### src/ctsa_pkg.sv
`default_nettype none
package ctsa_pkg;

	localparam int YEAR_W  = 14;
	localparam int MONTH_W = 4;
	localparam int DAY_W   = 5;
	localparam int HOUR_W  = 13;
	localparam int DOY_W   = 9;

	// reciprocal of 100 for the century test: q = (year * CENT_RECIP) >> CENT_SHIFT
	localparam int CENT_RECIP_W = 13;
	localparam int CENT_SHIFT   = 19;
	localparam int CENT_Q_W     = 8;
	localparam logic [CENT_RECIP_W-1:0] CENT_RECIP = 13'd5243;
	localparam logic [YEAR_W-1:0] CENT_YEARS = 14'd100;

	localparam logic [MONTH_W-1:0] MONTH_JAN = 4'd1;
	localparam logic [MONTH_W-1:0] MONTH_FEB = 4'd2;
	localparam logic [MONTH_W-1:0] MONTH_MAR = 4'd3;
	localparam logic [MONTH_W-1:0] MONTH_DEC = 4'd12;

	typedef logic [YEAR_W-1:0]  year_t;
	typedef logic [MONTH_W-1:0] month_t;
	typedef logic [DAY_W-1:0]   day_t;
	typedef logic [HOUR_W-1:0]  hour_t;
	typedef logic [DOY_W-1:0]   doy_t;

	// length of a month, with february as in a common year
	function automatic day_t month_len(input month_t m);
		day_t len;
		case (m)
			4'd4, 4'd6, 4'd9, 4'd11: len = 5'd30;
			4'd2:                    len = 5'd28;
			default:                 len = 5'd31;
		endcase
		return len;
	endfunction

	// days before the first of the month, common year
	function automatic doy_t month_start(input month_t m);
		doy_t st;
		case (m)
			4'd1:    st = 9'd0;
			4'd2:    st = 9'd31;
			4'd3:    st = 9'd59;
			4'd4:    st = 9'd90;
			4'd5:    st = 9'd120;
			4'd6:    st = 9'd151;
			4'd7:    st = 9'd181;
			4'd8:    st = 9'd212;
			4'd9:    st = 9'd243;
			4'd10:   st = 9'd273;
			4'd11:   st = 9'd304;
			4'd12:   st = 9'd334;
			default: st = 9'd0;
		endcase
		return st;
	endfunction

endpackage
`default_nettype wire

### src/calendar_time_step_advance_top.sv
`default_nettype none
// calendar time-step advance
//
// command channel: an item (cur_year, cur_month, cur_day, cur_hour, step_len) transfers
// at a rising edge with start high and busy low. busy is tied low, so an item may be
// offered every cycle.
// result channel: new_year, new_month, new_day, new_hour and day_of_year are valid for
// exactly one cycle while done is high; the receiver takes them at the edge ending that
// cycle and cannot hold them off, so nothing ever backs up inside the block.
// each item passes the s1, s2 and s3 registers and then the result register;
// throughput: one item per cycle, set by the four-stage pipeline
//   s1 clamps the inputs and multiplies the year by the reciprocal of 100
//   s2 adds the step to the hour and finishes the gregorian leap test
//   s3 rolls the day into the next month and december into the next year
//   s4 looks up the cumulative month start for the day-of-year (divisible-by-4 rule)
// hour and step are fixed point with HOUR_FRAC_BITS fraction bits; the step is
// clamped to one day and the hour saturated below one day, so at most one day carry
// occurs.
// reset: arst_n clears the stage valid bits at once; items in flight are dropped and
// done stays low until a new item has gone through.
module calendar_time_step_advance_top #(
	parameter int HOUR_FRAC_BITS = 8
) (
	input  wire                    clk,
	input  wire                    arst_n,
	input  wire                    start,
	output logic                   busy,
	input  wire ctsa_pkg::year_t   cur_year,
	input  wire ctsa_pkg::month_t  cur_month,
	input  wire ctsa_pkg::day_t    cur_day,
	input  wire ctsa_pkg::hour_t   cur_hour,
	input  wire ctsa_pkg::hour_t   step_len,
	output logic                   done,
	output ctsa_pkg::year_t        new_year,
	output ctsa_pkg::month_t       new_month,
	output ctsa_pkg::day_t         new_day,
	output ctsa_pkg::hour_t        new_hour,
	output ctsa_pkg::doy_t         day_of_year
);
	import ctsa_pkg::*;

	// one day in hour units and the width needed to add two values below it
	localparam int DAY_UNITS = 24 << HOUR_FRAC_BITS;
	localparam int DU_W      = $clog2(DAY_UNITS + 1);
	localparam int SUM_W     = ((DU_W > HOUR_W) ? DU_W : HOUR_W) + 1;
	localparam logic [SUM_W-1:0] DAY_C = SUM_W'(DAY_UNITS);

	localparam int PROD_W = YEAR_W + CENT_RECIP_W;

	// the pipeline never stalls
	assign busy = 1'b0;

	wire accept = start & ~busy;

	// ---------------------------------------------------------------- stage 1
	// clamp the fields and form the century quotient
	logic              vld_s1;
	year_t             year_s1;
	month_t            month_s1;
	day_t              day_s1;
	logic [SUM_W-1:0]  hour_s1;
	logic [SUM_W-1:0]  step_s1;
	logic [CENT_Q_W-1:0] cq_s1;

	month_t            month_c;
	day_t              day_c;
	logic [SUM_W-1:0]  hour_c;
	logic [SUM_W-1:0]  step_c;
	logic [PROD_W-1:0] prod_c;

	always_comb begin
		month_c = cur_month;
		if (cur_month == '0)
			month_c = MONTH_JAN;
		else if (cur_month > MONTH_DEC)
			month_c = MONTH_DEC;
		day_c = (cur_day == '0) ? day_t'(1) : cur_day;
		hour_c = SUM_W'(cur_hour);
		if (hour_c >= DAY_C)
			hour_c = DAY_C - SUM_W'(1);
		step_c = SUM_W'(step_len);
		if (step_c > DAY_C)
			step_c = DAY_C;
		prod_c = PROD_W'(cur_year) * PROD_W'(CENT_RECIP);
	end

	always_ff @(posedge clk or negedge arst_n) begin
		if (!arst_n)
			vld_s1 <= 1'b0;
		else
			vld_s1 <= accept;
	end

	always_ff @(posedge clk) begin
		if (accept) begin
			year_s1  <= cur_year;
			month_s1 <= month_c;
			day_s1   <= day_c;
			hour_s1  <= hour_c;
			step_s1  <= step_c;
			cq_s1    <= prod_c[CENT_SHIFT +: CENT_Q_W];
		end
	end

	// ---------------------------------------------------------------- stage 2
	// hour add with day carry; gregorian leap test from year mod 4, 100 and 400
	logic              vld_s2;
	year_t             year_s2;
	month_t            month_s2;
	logic [DAY_W:0]    day_s2;
	hour_t             hour_s2;
	logic              leap_s2;

	logic [SUM_W-1:0]  sum_c;
	logic [SUM_W-1:0]  hsum_c;
	logic              carry_c;
	logic              cent_c;
	logic              leap_c;

	always_comb begin
		sum_c   = hour_s1 + step_s1;
		carry_c = (sum_c >= DAY_C);
		hsum_c  = carry_c ? (sum_c - DAY_C) : sum_c;
		// remainder by 100 is zero when q*100 gives back the year
		cent_c  = (year_t'(YEAR_W'(cq_s1) * CENT_YEARS) == year_s1);
		// a century is a leap year only when its quotient is a multiple of four
		leap_c  = (year_s1[1:0] == 2'b00) && !(cent_c && (cq_s1[1:0] != 2'b00));
	end

	always_ff @(posedge clk or negedge arst_n) begin
		if (!arst_n)
			vld_s2 <= 1'b0;
		else
			vld_s2 <= vld_s1;
	end

	always_ff @(posedge clk) begin
		if (vld_s1) begin
			year_s2  <= year_s1;
			month_s2 <= month_s1;
			day_s2   <= {1'b0, day_s1} + (DAY_W+1)'(carry_c);
			hour_s2  <= hsum_c[HOUR_W-1:0];
			leap_s2  <= leap_c;
		end
	end

	// ---------------------------------------------------------------- stage 3
	// day past the month end rolls into the next month, december into the next year
	logic              vld_s3;
	year_t             year_s3;
	month_t            month_s3;
	day_t              day_s3;
	hour_t             hour_s3;

	day_t              dm_c;
	logic              roll_c;

	always_comb begin
		if (month_s2 == MONTH_FEB)
			dm_c = leap_s2 ? day_t'(29) : day_t'(28);
		else
			dm_c = month_len(month_s2);
		roll_c = (day_s2 > {1'b0, dm_c});
	end

	always_ff @(posedge clk or negedge arst_n) begin
		if (!arst_n)
			vld_s3 <= 1'b0;
		else
			vld_s3 <= vld_s2;
	end

	always_ff @(posedge clk) begin
		if (vld_s2) begin
			hour_s3 <= hour_s2;
			if (roll_c) begin
				day_s3 <= day_t'(day_s2 - {1'b0, dm_c});
				if (month_s2 == MONTH_DEC) begin
					month_s3 <= MONTH_JAN;
					year_s3  <= year_s2 + year_t'(1);
				end else begin
					month_s3 <= month_s2 + month_t'(1);
					year_s3  <= year_s2;
				end
			end else begin
				day_s3   <= day_s2[DAY_W-1:0];
				month_s3 <= month_s2;
				year_s3  <= year_s2;
			end
		end
	end

	// ---------------------------------------------------------------- stage 4
	// day of year with the plain divisible-by-4 leap rule, then the result register
	doy_t doy_c;

	always_comb begin
		doy_c = month_start(month_s3) + doy_t'(day_s3);
		if ((year_s3[1:0] == 2'b00) && (month_s3 >= MONTH_MAR))
			doy_c = doy_c + doy_t'(1);
	end

	always_ff @(posedge clk or negedge arst_n) begin
		if (!arst_n)
			done <= 1'b0;
		else
			done <= vld_s3;
	end

	always_ff @(posedge clk) begin
		if (vld_s3) begin
			new_year    <= year_s3;
			new_month   <= month_s3;
			new_day     <= day_s3;
			new_hour    <= hour_s3;
			day_of_year <= doy_c;
		end
	end

	// ---------------------------------------------------------------- checks
	// every transfer in is followed by done once it has passed the s1, s2 and s3 registers
	a_latency: assert property (@(posedge clk) disable iff (!arst_n)
		accept |-> ##4 done)
		else $error("result missing four cycles after a transfer");

	// a month carry always lands on the first days of the next month
	a_roll_day: assert property (@(posedge clk) disable iff (!arst_n)
		(vld_s2 && roll_c) |=> (day_s3 != '0) && (day_s3 <= day_t'(4)))
		else $error("month carry left a bad day");

	// the month stays in the calendar range through the pipeline
	a_month: assert property (@(posedge clk) disable iff (!arst_n)
		done |-> (new_month >= MONTH_JAN) && (new_month <= MONTH_DEC))
		else $error("month out of range");

	// ordinal day stays within a leap year
	a_doy: assert property (@(posedge clk) disable iff (!arst_n)
		done |-> (day_of_year != '0) && (day_of_year <= doy_t'(366)))
		else $error("day of year out of range");

endmodule
`default_nettype wire
### config.mk
export PLATFORM = sky130hd
export DESIGN_NAME = calendar_time_step_advance_top
export DESIGN_NICKNAME = d
export VERILOG_FILES = /design/src/ctsa_pkg.sv /design/src/calendar_time_step_advance_top.sv
export SDC_FILE = /design/constraint.sdc
export NUM_CORES = 1
export LEC_CHECK = 0
export BUFFER_PORTS_ARGS = -buffer_cell sky130_fd_sc_hd__buf_2
export CAP_MARGIN = 5
export CORE_MARGIN = 2
export CORE_UTILIZATION = 50
export DETAILED_ROUTE_END_ITERATION = 7
export GPL_TIMING_DRIVEN = 0
export PLACE_DENSITY = 0.71
export SYNTH_ARGS = -nofsm -noshare
export SYNTH_HDL_FRONTEND = slang
export SYNTH_SLANG_ARGS = --single-unit
### constraint.sdc
create_clock -name clk -period 4.8 [get_ports clk]
set_input_delay 1.44 -clock clk [delete_from_list [all_inputs] [get_ports clk]]
set_output_delay 1.44 -clock clk [all_outputs]
set_load 0.02 [all_outputs]
==> reports/metrics.yaml, run 1 <==
run_status:
  status: "finished with violations"
  violations: "setup timing"
critical_path:
  crit_slowest_cell: "fa_1"
  crit_fanout: 4
  worstPathArrival_ns: 5.55
  critPathBufInv: 5
  startpoint_type: "input port"
  critPathMostFrequentCell: "fa_1"
  critPathKind: "input port to register"
  path_cells: "buf_12 -> fa_1 -> ha_1 -> inv_1 -> fa_1 -> inv_1 -> fa_1 -> inv_2 -> fa_1 -> inv_2 -> ha_4 -> a211oi_2 -> nor2_1 -> and3_4 -> a2111oi_4 -> a21boi_2 -> o31ai_2 -> xnor2_1"
  setup.worst_path.end_class: "register"
  cpLargestDelayFamily: "adder cells"
  worst-r2r-setup-slack_ns: 1.02
  cpPeakStageDelay_ns: 0.50
  required_ns: 4.97
floorplanning:
  design.die.area_sq_um: 25000
  die_y_microns: 158
  rows: 56
  die_w_microns: 158
  core_area_sq_um: 23400
  initial_utilization_pct: 50.7
  ios: 99
logic_synthesis:
  ys_warn_count: 0
  yosys.area.top_type: "edfxtp_1"
  synth_cells: 916
  synth.top_cell.area_share_pct: 44.6
  synthTopCellsByArea: "edfxtp_1 45%, ha_1 17%, fa_1 12%"
  syn_area_per_cell_sq_um: 12.9
  synthDistinctLibCells: 65
  synth_flop_cell: "edfxtp_1"
  synthArstFlopShare_pct: 2.12
  syn_area_sq_um: 11900
  yosysSeqAreaShare_pct: 46.9
  synth-seq-cells: 189
  synth-edff-count: 176
  syn_nets: 1196
detailed_routing:
  drt_iter0_markers: 299
  routed_wl_microns: 19600
  first_pass_iters: 4
  wl_per_cell_microns: 14.2
  ant_nets: 0
  drc_errors: 0
  vias_per_cell: 5.02
  vias: 6916
grt:
  grt-ovfl-total: 0
  grt_pass1_wl_microns: 33100
  grt_usage_pct: 16.9
  first_global_vias: 7100
  antenna_found_initial: 0
  grt_start_max_net_pins: 59
sta:
  finalCritPeriodShare_pct: 112
  worst_pin_slew_ns: 0.806
  rsz0062_at_grt: "yes"
  finalHoldViolations: 0
  min_period_ns: 5.38
  finClkSkew_ns: 0.0126
  slew_headroom_pct: 46.3
  final-setup-viol-count: 8
  slew_viol_final: 0
  setup_ws_ns: -0.580
  hold_slack_ns: 0.420
  fmax_mhz: 186
cells_and_area:
  fin_util_pct: 59.0
  mostFrequentLayoutCell: "edfxtp_1"
  layout.nets: 1325
  antenna_cells: 0
  layout_common_cells: "176 x edfxtp_1, 146 x ha_1, 113 x inv_1, 84 x buf_2, 67 x fa_1"
  drive_gt1_share_pct: 19.3
  area_growth_pct: 16.4
clock_tree:
  cts_root_buf: "clkbuf_16"
  clkSinkCount: 189
  clk_path_buf_depth: 2
  htree_levels: 4
  cts_tree: "yes"
  ctsHoldBuffers: 0
  numCtsBuffers: 17
  insertion_delay_ns: 0.42
  path_clk_slew_ns: 0.07
job:
  maxCapViolations: 0
place:
  io_buffers: 97
  pre_cts_ws_ns: -1.13
  dpl.hpwl_microns: 15500
  gp_congestion: 0.843
power:
  p_leak_nw: 6.06
  power_density_nw_per_um2: 540
  vdd.ir_drop.worst_mv: 0.369
hold_path:
  hold_path.class: "register to register"
## kinds of logic after synthesis
| group | after synthesis | share of synthesized area [%] |
|---|---|---|
| and+or+nand+nor | 160 | 6.73 |
| DFF | 189 | 46.9 |
| xor gates and xnor gates | 65 | 4.80 |
| muxes | 14 | 1.31 |
| other | 1 | 0.0316 |
| AOI/OAI and AO/OA | 120 | 7.28 |
| buffers and inverters | 139 | 4.49 |
| adders and majority gates | 228 | 28.4 |
## flip-flops by register name (all words and copies together), names as in the netlist, 4 cells and up, named ones only
register / flops
hour_s1: 13
new_day: 5
month_s1: 4
day_of_year: 9
step_s1: 13
month_s2: 4
day_s3: 5
new_hour: 13
hour_s3: 13
cq_s1: 8
month_s3: 4
new_year: 14
hour_s2: 13
day_s2: 6
year_s1: 14
year_s3: 14
day_s1: 5
year_s2: 14
new_month: 4
## metrics by stage
stage	cell area, sq um	setup TNS, ns	power [mW]	std cells
after floorplan	12000	-3.67	4.93	916
after CTS	13800	-3.58	7.46	1376
after global routing	13800	-4.57	8.08	1377
final	13800	-3.60	7.45	1377
after detailed placement	12900	-7.88	5.69	1333
after global placement	12800	-7.55	5.57	1332
## report_power, final
group	leakage, nW	switching, mW	internal, mW	total [mW]
clock	0.302	0.673	0.754	1.43
combinational	3.92	2.03	1.79	3.82
sequential	1.84	0.124	2.08	2.20
total	6.06	2.83	4.62	7.45
## worst register-to-register path, delay by kind of cell, from the launching register on
kind,cells,cell delay [ns]
buffers and inverters,1,0.10
AND/OR/NAND/NOR,1,0.11
AO/OA/AOI/OAI,4,1.41
flip-flops,1,0.46
adder cells (fa/ha/maj),4,1.50
## repair_timing
action	4_1_cts	5_1_grt
pin swaps	24	8
buffers inserted	11	3
endpoints found under the setup margin	8	8
gates resized for setup	45	7
## Yosys cell counts (3+ instances only)
library cell,instances
mux2_2,4
nand2_1,40
dfrtp_1,4
dfxtp_1,9
and2_1,12
nor2b_1,4
a211oi_1,3
o41ai_1,3
and3_1,5
xor2_1,28
nand3_1,18
ha_1,159
xnor2_1,37
o211ai_1,4
edfxtp_1,176
fa_1,69
nor4_1,4
nor3_1,11
inv_1,121
o21ai_0,18
a21o_1,15
o21a_1,6
nor2_1,37
nand4_1,4
mux2i_1,8
a31oi_1,4
buf_4,3
o21bai_1,7
nand2b_1,13
o21ai_1,3
a21oi_1,29
clkbuf_1,14
## worst paths after layout
kind,from,end,cells after the start
max,cur_year[12],cq_s1[7],18
min,month_s1[0],month_s2[0],0
max reg2reg,cq_s1[2],leap_s2,10
min reg2reg,month_s1[0],month_s2[0],0
max in group asynchronous,arst_n,vld_s2,1
min in group asynchronous,arst_n,done,1
## layout make-up
type	instances	area [sq um]
clock inverter	15	189
buffer	16	71.3
tap	319	399
inverter	122	462
multi-input combinational	588	5990
timing repair buffer	111	702
sequential	189	5570
fill	1913	9590
clock buffer	17	425
## layer usage
metal,part of all wire (%),GRT usage [%]
met1,45,21.9
met2,50,29.2
met3,3.0,2.44
met4,1.6,5.75
met5,0,0
Power figures use the tool's default switching activity.
==> run 2: changes to the inputs <==
CELL_PAD_IN_SITES_DETAIL_PLACEMENT = 1   (was default)
CELL_PAD_IN_SITES_GLOBAL_PLACEMENT = 1   (was default)
PLACE_DENSITY = 0.83   (was 0.71)
==> run 2 against run 1 <==
Net effect:
- the flow still finishes with violations (setup timing)
- via count grew 3.0%
- clock power decreased by 4%
- clock skew increased by 0.0076 ns
- sequential power barely moved
- largest cell class unchanged
- combinational power rose by 5%
- worst hold slack hardly changed
- sequential cell count did not move
==> reports/metrics.yaml, run 2 (synthesis results as in run 1) <==
detailed_routing:
  ant_nets: 0  # unchanged
  wl_per_cell_microns: 17.5  # +23%
  first_pass_iters: 4  # unchanged
  vias: 7126  # +3.0%
  drt_iter0_markers: 208  # -30%
  drc_errors: 0  # unchanged
  routed_wl_microns: 24200  # +24%
  vias_per_cell: 5.16  # +2.7%
floorplanning:
  die_w_microns: 158  # unchanged
  design.die.area_sq_um: 25000  # unchanged
  core_area_sq_um: 23400  # unchanged
  die_y_microns: 158  # unchanged
  ios: 99  # unchanged
  rows: 56  # unchanged
  initial_utilization_pct: 50.7  # unchanged
sta:
  tns_ns: -4.37  # -0.775 ns
  finalHoldViolations: 0  # unchanged
  worst_pin_slew_ns: 0.955  # +0.149 ns
  final-setup-viol-count: 8  # unchanged
  finClkSkew_ns: 0.0203  # +0.00763 ns
  fmax_mhz: 182  # -2.0%
  finalCritPeriodShare_pct: 114  # +2.2 points
  slew_headroom_pct: 36.3  # -9.9 points
  setup_ws_ns: -0.687  # -0.107 ns
  min_period_ns: 5.49  # +0.107 ns
  rsz0062_at_grt: "yes"
  hold_slack_ns: 0.420  # +0.000490 ns
  slew_viol_final: 0  # unchanged
critical_path:
  crit_fanout: 5  # +1
  startpoint_type: "input port"
  setup.worst_path.end_class: "register"
  cpPeakStageDelay_ns: 0.51  # about the same
  critPathKind: "input port to register"
  required_ns: 4.97  # about the same
  path_cells: "buf_12 -> fa_1 -> ha_1 -> inv_2 -> fa_1 -> inv_2 -> fa_1 -> inv_1 -> fa_1 -> inv_2 -> ha_4 -> buf_6 -> and4_4 -> nand2_4 -> nor3b_4 -> a2111oi_4 -> buf_4 -> a21boi_4 -> o31ai_2 -> xnor2_1"
  worstPathArrival_ns: 5.66  # +0.11 ns
  crit_slowest_cell: "fa_1"
  critPathMostFrequentCell: "fa_1"
  rr_startpoint: "month_s2[0]"
  critPathLaunch: "cur_year[10]"
power:
  p_comb_share_pct: 52.8  # +1.5 points
  clkPwrFrac_pct: 18.0  # -1.2 points
  netSwitchingFraction_pct: 39.2  # +1.2 points
  switchingPower_mw: 2.98  # +5.1%
  seqPwrFrac_pct: 29.2  # -0.4 points
  p_int_mw: 4.62  # about the same
  vdd.ir_drop.worst_mv: 0.431  # +17%
  power_density_nw_per_um2: 552  # +2.3%
  power_mw: 7.59  # +1.9%
  p_leak_nw: 6.05  # -0.11%
cells_and_area:
  regArea_sq_um: 5570  # about the same
  multi_input_area_sq_um: 5960  # -0.52%
  area_growth_pct: 16.0
  layout.nets: 1329  # +0.30%
  final_design_area_no_fill_sq_um: 13800  # -0.34%
  finalNonFillerCells: 1382  # +0.36%
  mostFrequentLayoutCell: "edfxtp_1"
  fill_cells: 2404  # +26%
  drive_gt1_share_pct: 19.2  # -0.073 points
  layout_common_cells: "176 x edfxtp_1, 149 x ha_1, 113 x inv_1, 87 x buf_2, 67 x fa_1"
  fin_util_pct: 58.8  # -0.20 points
place:
  io_buffers: 97  # unchanged
  dp.cells: 1333  # unchanged
  dpl.hpwl_microns: 18300  # +18%
  gp_congestion: 0.846  # +0.39%
  pre_cts_ws_ns: -1.19  # -0.0541 ns
  place_area_sq_um: 12900  # about the same
clock_tree:
  path_clk_slew_ns: 0.07  # about the same
  insertion_delay_ns: 0.44  # +0.02 ns
  clk_path_buf_depth: 2  # unchanged
  numCtsBuffers: 17  # unchanged
  ctsHoldBuffers: 0  # unchanged
  clkSinkCount: 189  # unchanged
  htree_levels: 4  # unchanged
  cts_tree: "yes"
  cts_root_buf: "clkbuf_16"
run_status:
  violations: "setup timing"
  status: "finished with violations"
hold_path:
  min_from: "hour_s3[10]"
  hold_path.class: "register to register"
grt:
  antenna_found_initial: 0  # unchanged
  grt_start_max_net_pins: 59  # unchanged
  first_global_vias: 7836  # +10%
  grt_usage_pct: 20.1  # +3.2 points
  grt-ovfl-total: 0  # unchanged
  grt_pass1_wl_microns: 38800  # +17%
job:
  maxCapViolations: 0  # unchanged
-- run 2: changes by cell type in the layout (fill, tap and decap cells not counted), sizes merged --
cell      delta
buf          +5
bufinv       -1
clkinv       -1
clkinvlp     +1
diode        +1
-- run 2: worst paths after layout --
| kind | endpoint | slack (ns) | cells past startpoint |
|---|---|---|---|
| setup / recovery | cq_s1[7] | -0.69 | 20 |
| hold / removal | new_hour[10] | 0.42 | 0 |
| setup reg to reg | register | 0.95 | 17 |
| hold reg to reg | new_hour[10] | 0.42 | 0 |
| max in group asynchronous | vld_s1 | 3.86 | 1 |
| min in group asynchronous | vld_s3 | 0.80 | 1 |
-- run 2: final cells by class --
type,instances,area share (%)
diodes,1,0.0182
plain buffers,17,0.546
clock buffers,18,3.12
clock inverters,14,1.07
inverters,122,3.36
multi-input cells,588,43.3
flip-flops and latches,189,40.5
well taps,319,2.90
repair buffers,114,5.22
-- run 2: critical path: cells and delay by family --
kind / cells / cell delay, ns
fa+ha+maj: 6 / 2.52
compound gates: 3 / 0.66
buf+inv: 7 / 0.61
xor+xnor: 1 / 0.09
simple gates: 3 / 0.35
-- run 2: power groups by stage --
stage	Clock (mW)	Sequential [mW]	Combinational, mW
after floorplan	0	2.26	2.67
after global placement	0	2.24	3.38
after detailed placement	0	2.26	3.57
after CTS	1.40	2.22	3.85
after global routing	1.46	2.24	4.52
final	1.37	2.21	4.01
-- run 2: metal layers --
metal | vias to the layer above | GRT usage [%] | share of wire (%)
met5 | - | 0 | 0
li1 | 3481 | - | -
met1 | 3528 | 24.0 | 43
met2 | 95 | 37.5 | 53
met4 | 0 | 5.02 | 1.3
met3 | 22 | 3.37 | 2.3
-- run 2: repair_timing --
action,in CTS,in global routing
pin swaps,11,15
setup endpoints to repair,8,8
gates resized for setup,32,11
buffers inserted,6,9
==> run 3: changes to the inputs <==
BUFFER_PORTS_ARGS = -buffer_cell sky130_fd_sc_hd__buf_4   (was -buffer_cell sky130_fd_sc_hd__buf_2)
==> run 3 against run 2 <==
Net effect:
- sequential power about the same
- sequential share of layout area shrank 0.61 points
- global-route usage is 0.12 points higher
- largest power group unchanged
- largest cell class unchanged
- critical path type unchanged
- register-to-register slack worse by 0.06 ns
- cell count down 0.51%
- non-clock buffer count fell by 6
- sequential cell count unchanged
- clock-buffer cell count grew 1
- the flow still finishes with violations (setup timing)
- setup slack gained 0.077 ns
- clock power about the same
- highest routed layer unchanged
==> reports/metrics.yaml, run 3 (synthesis results as in run 1) <==
power:
  p_leak_nw: 6.12  # +1.1%
  vdd.ir_drop.worst_mv: 0.451  # +4.8%
  power_mw: 7.54  # -0.69%
  power_density_nw_per_um2: 540  # -2.2%
floorplanning:
  core_area_sq_um: 23400  # unchanged
  die_w_microns: 158  # unchanged
  initial_utilization_pct: 50.7  # unchanged
  rows: 56  # unchanged
  die_y_microns: 158  # unchanged
  ios: 99  # unchanged
  design.die.area_sq_um: 25000  # unchanged
grt:
  grt_pass1_wl_microns: 39000  # +0.64%
  grt_start_max_net_pins: 59  # unchanged
  grt-ovfl-total: 0  # unchanged
  grt_usage_pct: 20.2  # +0.12 points
  first_global_vias: 7881  # +0.57%
  antenna_found_initial: 0  # unchanged
critical_path:
  cpPeakStageDelay_ns: 0.49  # -0.02 ns
  worst-r2r-setup-slack_ns: 0.89  # -0.06 ns
  worstPathArrival_ns: 5.59  # -0.07 ns
  critPathKind: "input port to register"
  required_ns: 4.98  # about the same
  startpoint_type: "input port"
  rr_startpoint: "month_s2[0]"
  setup.worst_path.end_class: "register"
  path_cells: "buf_12 -> buf_4 -> fa_1 -> ha_1 -> inv_1 -> fa_1 -> inv_1 -> fa_1 -> inv_1 -> fa_1 -> inv_1 -> ha_1 -> and4_4 -> nand2_4 -> nor3b_4 -> a2111oi_4 -> buf_6 -> a31o_4 -> buf_4 -> xnor2_1"
  crit_fanout: 4  # -1
  crit_slowest_cell: "fa_1"
  ff2ff_path_depth: 17  # unchanged
sta:
  fmax_mhz: 185  # +1.4%
  min_period_ns: 5.41  # -0.0767 ns
  slew_headroom_pct: 35.1  # -1.2 points
  hold_slack_ns: 0.419  # -0.00149 ns
  worst_pin_slew_ns: 0.973  # +0.0180 ns
  final-setup-viol-count: 8  # unchanged
  setup_ws_ns: -0.611  # +0.0767 ns
  rsz0062_at_grt: "yes"
  slew_viol_final: 0  # unchanged
  finalHoldViolations: 0  # unchanged
  finClkSkew_ns: 0.0137  # -0.00651 ns
  finalCritPeriodShare_pct: 113  # -1.6 points
detailed_routing:
  routed_wl_microns: 23800  # -1.4%
  wl_per_cell_microns: 17.3  # -0.93%
  drt_iter0_markers: 203  # -2.4%
  ant_nets: 0  # unchanged
  vias_per_cell: 5.22  # +1.2%
  drc_errors: 0  # unchanged
  first_pass_iters: 4  # unchanged
  vias: 7178  # +0.73%
run_status:
  status: "finished with violations"
  violations: "setup timing"
cells_and_area:
  drive_gt1_share_pct: 19.2  # about the same
  fill_cells: 2386  # -0.75%
  fin_util_pct: 59.7  # +0.90 points
  area_growth_pct: 17.8
  layout_common_cells: "176 x edfxtp_1, 149 x ha_1, 113 x inv_1, 103 x buf_4, 66 x fa_1"
  antenna_cells: 0  # -1
  mostFrequentLayoutCell: "edfxtp_1"
  layout.nets: 1323  # -0.45%
  finalNonFillerCells: 1375  # -0.51%
job:
  maxCapViolations: 0  # unchanged
clock_tree:
  cts_tree: "yes"
  ctsHoldBuffers: 0  # unchanged
  numCtsBuffers: 17  # unchanged
  clk_path_buf_depth: 2  # unchanged
  clkSinkCount: 189  # unchanged
  cts_root_buf: "clkbuf_16"
  insertion_delay_ns: 0.43  # about the same
  path_clk_slew_ns: 0.07  # about the same
  htree_levels: 4  # unchanged
hold_path:
  min_from: "year_s3[12]"
  hold_path.class: "register to register"
  min_path_cells: 0  # unchanged
  min_to: "new_year[12]"
place:
  dp.cells: 1333  # unchanged
  pre_cts_ws_ns: -1.20  # -0.0177 ns
  gp_congestion: 0.833  # -1.5%
  io_buffers: 97  # unchanged
  dpl.hpwl_microns: 18600  # +2.0%
## run 3: worst max-delay path: cells and delay by family
kind,cells,cell delay [ns]
and+or+nand+nor,3,0.58
xor gates and xnor gates,1,0.11
AOI/OAI and AO/OA,2,0.29
buffers and inverters,8,0.75
adders and majority gates,6,2.42
## run 3: power by group
part / internal (mW) / switching, mW
Clock: 0.739 / 0.665
Combinational: 1.81 / 2.11
Sequential: 2.08 / 0.137
Total: 4.63 / 2.91
## run 3: final cells by class
class                   instances  area [sq um]  area share, %
clock buffers                  19           464           3.32
multi-input cells             588          5980           42.8
plain buffers                  16          71.3          0.510
inverters                     122           462           3.30
clock inverters                13           135          0.967
flip-flops and latches        189          5570           39.9
well taps                     319           399           2.86
repair buffers                109           890           6.37
## run 3: timing repair
action                     in CTS  in global routing
setup endpoints to repair       8                  8
setup buffers                  10                  1
resized for setup              25                 13
pin swaps                      18                 12
## run 3: worst max path at each step
stage                     cells past startpoint          from        to
after floorplan                              17  cur_year[12]  cq_s1[6]
after global placement                       16  cur_year[11]  cq_s1[6]
after detailed placement                     18  cur_year[12]  cq_s1[6]
after CTS                                    19  cur_year[10]  cq_s1[6]
after global routing                         20  cur_year[10]  cq_s1[4]
final                                        20  cur_year[10]  cq_s1[4]
## run 3: per-layer routing
metal / track usage, % / wire length (microns) / vias to the layer above
met5: 0 / 0 / -
met4: 5.58 / 412 / 0
met3: 3.01 / 550 / 34
met1: 24.3 / 10200 / 3569
met2: 37.6 / 12600 / 104
li1: - / - / 3471
## run 3: metrics by stage
step	instance area (sq um)	setup TNS [ns]
after global routing	14000	-5.07
after floorplan	12000	-3.67
final	14000	-4.09
after detailed placement	13100	-8.12
after CTS	13900	-4.21
after global placement	13100	-6.97
